File: src/design/hstd_pkg.sv
// Shared types and constants for the serialized-tree Huffman decoder.
// No dependencies.
`default_nettype none
package hstd_pkg;
  localparam int unsigned TableEntriesDef = 2048;
  localparam int unsigned StackDepthDef   = 2048;
  localparam int unsigned LeafLimit       = 256;
  localparam int unsigned LenW            = 24;

  localparam logic [1:0] KIND_SYMBOL   = 2'd0;
  localparam logic [1:0] KIND_FINISHED = 2'd1;
  localparam logic [1:0] KIND_OVERFLOW = 2'd2;
  localparam logic [1:0] KIND_EARLY    = 2'd3;

  // Item handed from the front queue to the bit engine.
  typedef struct packed {
    logic       eoi;
    logic [7:0] data;
  } hstd_item_t;
endpackage
`default_nettype wire

File: src/design/hstd_queue.sv
// Short item queue between input front end and bit engine.
// Uses hstd_pkg.
`default_nettype none
module hstd_queue (
  input  wire logic               clk_i,
  input  wire logic               rst_ni,
  input  wire logic               in_valid_i,
  output logic                    in_ready_o,
  input  wire hstd_pkg::hstd_item_t in_item_i,
  output logic                    out_valid_o,
  input  wire logic               out_ready_i,
  output hstd_pkg::hstd_item_t    out_item_o
);
  import hstd_pkg::*;

  hstd_item_t mem_q [2];
  logic       wr_q, rd_q;
  logic [1:0] cnt_q;
  logic       push, pop;

  assign in_ready_o  = (cnt_q != 2'd2);
  assign out_valid_o = (cnt_q != 2'd0);
  assign out_item_o  = mem_q[rd_q];
  assign push = in_valid_i && in_ready_o;
  assign pop  = out_valid_o && out_ready_i;

  always_ff @(posedge clk_i) begin
    if (push) mem_q[wr_q] <= in_item_i;
  end

  always_ff @(posedge clk_i or negedge rst_ni) begin
    if (!rst_ni) begin
      wr_q <= 1'b0; rd_q <= 1'b0; cnt_q <= 2'd0;
    end else begin
      if (push) wr_q <= ~wr_q;
      if (pop)  rd_q <= ~rd_q;
      cnt_q <= cnt_q + {1'b0, push} - {1'b0, pop};
    end
  end

`ifndef SYNTH
  a_no_over: assert property (@(posedge clk_i) disable iff (!rst_ni)
    cnt_q <= 2'd2) else $error("queue count overflow");
  a_pop_dec: assert property (@(posedge clk_i) disable iff (!rst_ni)
    (pop && !push) |=> cnt_q == $past(cnt_q) - 2'd1) else $error("queue pop");
  a_push_inc: assert property (@(posedge clk_i) disable iff (!rst_ni)
    (push && !pop) |=> cnt_q == $past(cnt_q) + 2'd1) else $error("queue push");
`endif
endmodule
`default_nettype wire

File: config.mk
export PLATFORM = sky130hd
export DESIGN_NAME = hstd_queue
export DESIGN_NICKNAME = d
export VERILOG_FILES = /design/src/design/hstd_pkg.sv /design/src/design/hstd_queue.sv
export SDC_FILE = /design/constraint.sdc
export NUM_CORES = 1
export LEC_CHECK = 0
export BUFFER_PORTS_ARGS = -buffer_cell sky130_fd_sc_hd__buf_2
export CELL_PAD_IN_SITES_DETAIL_PLACEMENT = 0
export CELL_PAD_IN_SITES_GLOBAL_PLACEMENT = 1
export CORE_MARGIN = 10
export CORE_UTILIZATION = 40
export DETAILED_ROUTE_END_ITERATION = 12
export PLACE_DENSITY = 0.76
export RECOVER_POWER = 25
export SYNTH_ARGS = -nofsm -noshare
export SYNTH_HDL_FRONTEND = slang
export SYNTH_SLANG_ARGS = --single-unit
File: constraint.sdc
create_clock -name clk_i -period 1.8 [get_ports clk_i]
set_input_delay 0.27 -clock clk_i [delete_from_list [all_inputs] [get_ports clk_i]]
set_output_delay 0.27 -clock clk_i [all_outputs]
set_load 0.005 [all_outputs]
==> summary.md <==
| Metric | Value |
|---|---|
| Vias | `about 460` |
| Yosys cell types | `14` |
| CP endpoint kind | `flip-flop` |
| Worst VDD drop | `roughly 0.92 mV` |
| Fill cells | `between 150 and 200` |
| Warning count from the yosys run | `0` |
| Layout net count | `89` |
| Initial antenna violation count | `0` |
| DRT iter0 DRCs | `11` |
| CP top delay family | `adder cells` |
| Clock Sinks | `22` |
| Mapped Area | `~850 µm²` |
| Routed wire length | `between 1 and 1.5 mm` |
| Core area | `1980 µm²` |
| Final TNS setup | `0 ps` |
| Max stage delay on crit path | `around 420 ps` |
| Slew of the pin with the lowest slew margin | `424 ps` |
| Max-slew violations | `0` |
| Drt drc | `0` |
| Finished Core Util | `53.4%` |
| Area occupied by multi-input gates | `just under 200 µm²` |
| Final weighted congestion in routability-driven placement | `approximately 0.65` |
| Tcrit/Tclk final | `a little over nine tenths` |
| Synth top cells by count | `edfxtp_1, mux2_1, dfrtp_1, xnor2_1, ha_1` |
| Leakage | `between 0.4 and 0.5 nW` |
| DR pass1 iterations | `4` |
| # rows | `16` |
| Starting density of the core | `about 43%` |
| Synth Net Count | `60` |
| Htree depth | `1` |
| I/O pins | `24` |
| Die W | `66.0 µm` |
| Share of cells above drive strength 1 | `38.4%` |
| Asr flop ratio synth | `roughly 18%` |
| Proportion of netlist area held by the largest area contributor | `roughly 64%` |
| Largest net degree at the start of global routing | `14` |
| FF+latch area | `642 µm²` |
| Max clock buf depth | `2` |
| Critical path peak fanout | `3` |
| Slowest cell on crit path | `dfrtp_1` |
| Fmax | `between 500 and 600 MHz` |
| Seq cells post-synth | `22` |
| Most common flop cell mapped by yosys | `edfxtp_1` |
| Top post-synthesis cells by area | `edfxtp_1, mux2_1, dfrtp_1, xnor2_1, ha_1` |
| Clock Skews | `around 10 ps` |
| WP data required | `a little over 2000 ps` |
| Grt ovf | `0` |
| Final Hold Viols | `0` |
| Worst-path cell chain | `or2_1 > and2_4 > ha_1 > inv_1 > ha_1 > xnor2_1 > xnor2_1` |
| Dominant cell by count in the synthesized netlist | `edfxtp_1` |
| Final setup viols | `0` |
| Pre-CTS setup slack | `129 ps` |
| Buffers on Ports | `23` |
| Mean Syn Cell Area | `~19 µm²` |
| Setup bufs post-CTS | `0` |
| Seq/Total Area, Yosys | `75.7%` |
| HP Class | `input pin to flip-flop` |
| Crit path time final | `1690 ps` |
| CTS tree | `built` |
| Clock Pin Slew Worst Setup and Hold Paths | `around 120 ps` |
| Synth area leader | `edfxtp_1` |
| Hpwl dp | `1.09 mm` |
| Die H | `~66 µm` |
| Pwr Density | `1530 nW/µm²` |
| Final worst slack | `between 100 and 150 ps` |
| Cells after Synth | `45` |
| Vias in the first global route | `around 510` |
| # diodes | `0` |
| CP Buf/Inv Count | `1` |
| Outcome | `complete, no violations` |
| Die area | `between 4000 and 5000 µm²` |
| CTS Root Buffer Type | `clkbuf_4` |
| Syn-to-layout area delta | `25.1%` |
| Final antenna-violating net count | `0` |
| Clk_lat worst skew | `approximately 300 ps` |
| Arrival time worst endpoint | `between 1500 and 2000 ps` |
| First-pass GRT wire length | `2.24 mm` |
| DR WL/cell | `about 14 µm` |
| Vias/cell | `about 4.6` |
| Max_slew headroom | `slightly above 70%` |
| Max Cap Viol | `0` |
| Total global-route track usage | `~6.6%` |
| TritonCTS buffer count | `3` |
| RSZ-0062 raised after global routing | `false` |
| EDFF count, synth | `18` |
| Critical path class | `flip-flop to flip-flop` |
| Startpoint types | `flip-flop` |
## cell type report
cell class / instances / share of cell area (%)
clock buffers: 3 / 2.13
clock inverters: 1 / 2.84
inverters: 1 / 0.355
multi-input cells: 21 / 18.6
flip-flops and latches: 22 / 60.6
well taps: 27 / 3.19
repair buffers: 25 / 12.3
## cell families (layout without fill, tap and decap cells)
| group | after synthesis | after routing | share of synthesized area [%] |
|---|---|---|---|
| flops | 22 | 22 | 75.7 |
| mux | 9 | 9 | 12.0 |
| simple gates | 6 | 6 | 4.14 |
| xor+xnor | 4 | 4 | 4.14 |
| fa+ha+maj | 2 | 2 | 2.96 |
| buf+inv | 2 | 30 | 1.03 |
## worst register-to-register path, stage by stage (launching register included)
cell and delay, ps:
dfrtp_1 420, or2_1 250, and2_4 160, ha_1 270, inv_1 40, ha_1 170
xnor2_1 180, xnor2_1 130
## power by group
part	internal, mW	switching (mW)
registers	0.712	0.0912
logic	0.251	0.209
clock network	0.225	0.135
## cell usage in the layout (no fill, tap or decap), types with 2 or more instances in the layout
cell type	Yosys	final
ha_1	2	2
clkbuf_1	0	2
edfxtp_1	18	18
mux2_1	9	9
xnor2_1	3	3
clkbuf_4	0	3
dfrtp_1	4	3
buf_2	1	21
## per-stage QoR
step / area, µm² / hold slack [ps] / instances / power (mW)
floorplan: 846 / -25.6 / 45 / 1.09
CTS: 1060 / 139 / 100 / 1.66
detailed placement: 997 / 82.2 / 95 / 1.29
global route: 1060 / 123 / 100 / 1.75
global placement: 997 / 80.4 / 95 / 1.27
finish: 1060 / 151 / 100 / 1.62
## registers in the layout, summed over array words and instances, names as in the netlist
name	cells
mem_q	18
rd_q	1
cnt_q	2
wr_q	1
## final timing paths
check | start | end | slack [ps] | depth (start not counted)
min in group asynchronous | rst_ni | cnt_q[0] | 280 | 2
max in group asynchronous | rst_ni | rd_q | 1390 | 2
min reg2reg | wr_q | wr_q | 520 | 1
min | in_item_i[1] | mem_q[0][1] | 150 | 1
max | cnt_q[1] | cnt_q[1] | 110 | 7
max reg2reg | cnt_q[1] | cnt_q[1] | 110 | 7
## per-layer routing
layer	share of wire, %	vias to the layer above	GRT usage, %
li1	-	222	-
met1	41	220	6.47
met2	49	15	11.6
met3	9.4	2	3.56
met4	0.57	0	2.36
met5	0	-	0
## timing repair
item                       4_1_cts  5_1_grt
hold buffers                     1        0
hold endpoints to repair         4        0
resized for setup                0        1
setup endpoints to repair        0        8
No activity file was read; power rests on OpenSTA's default activity.
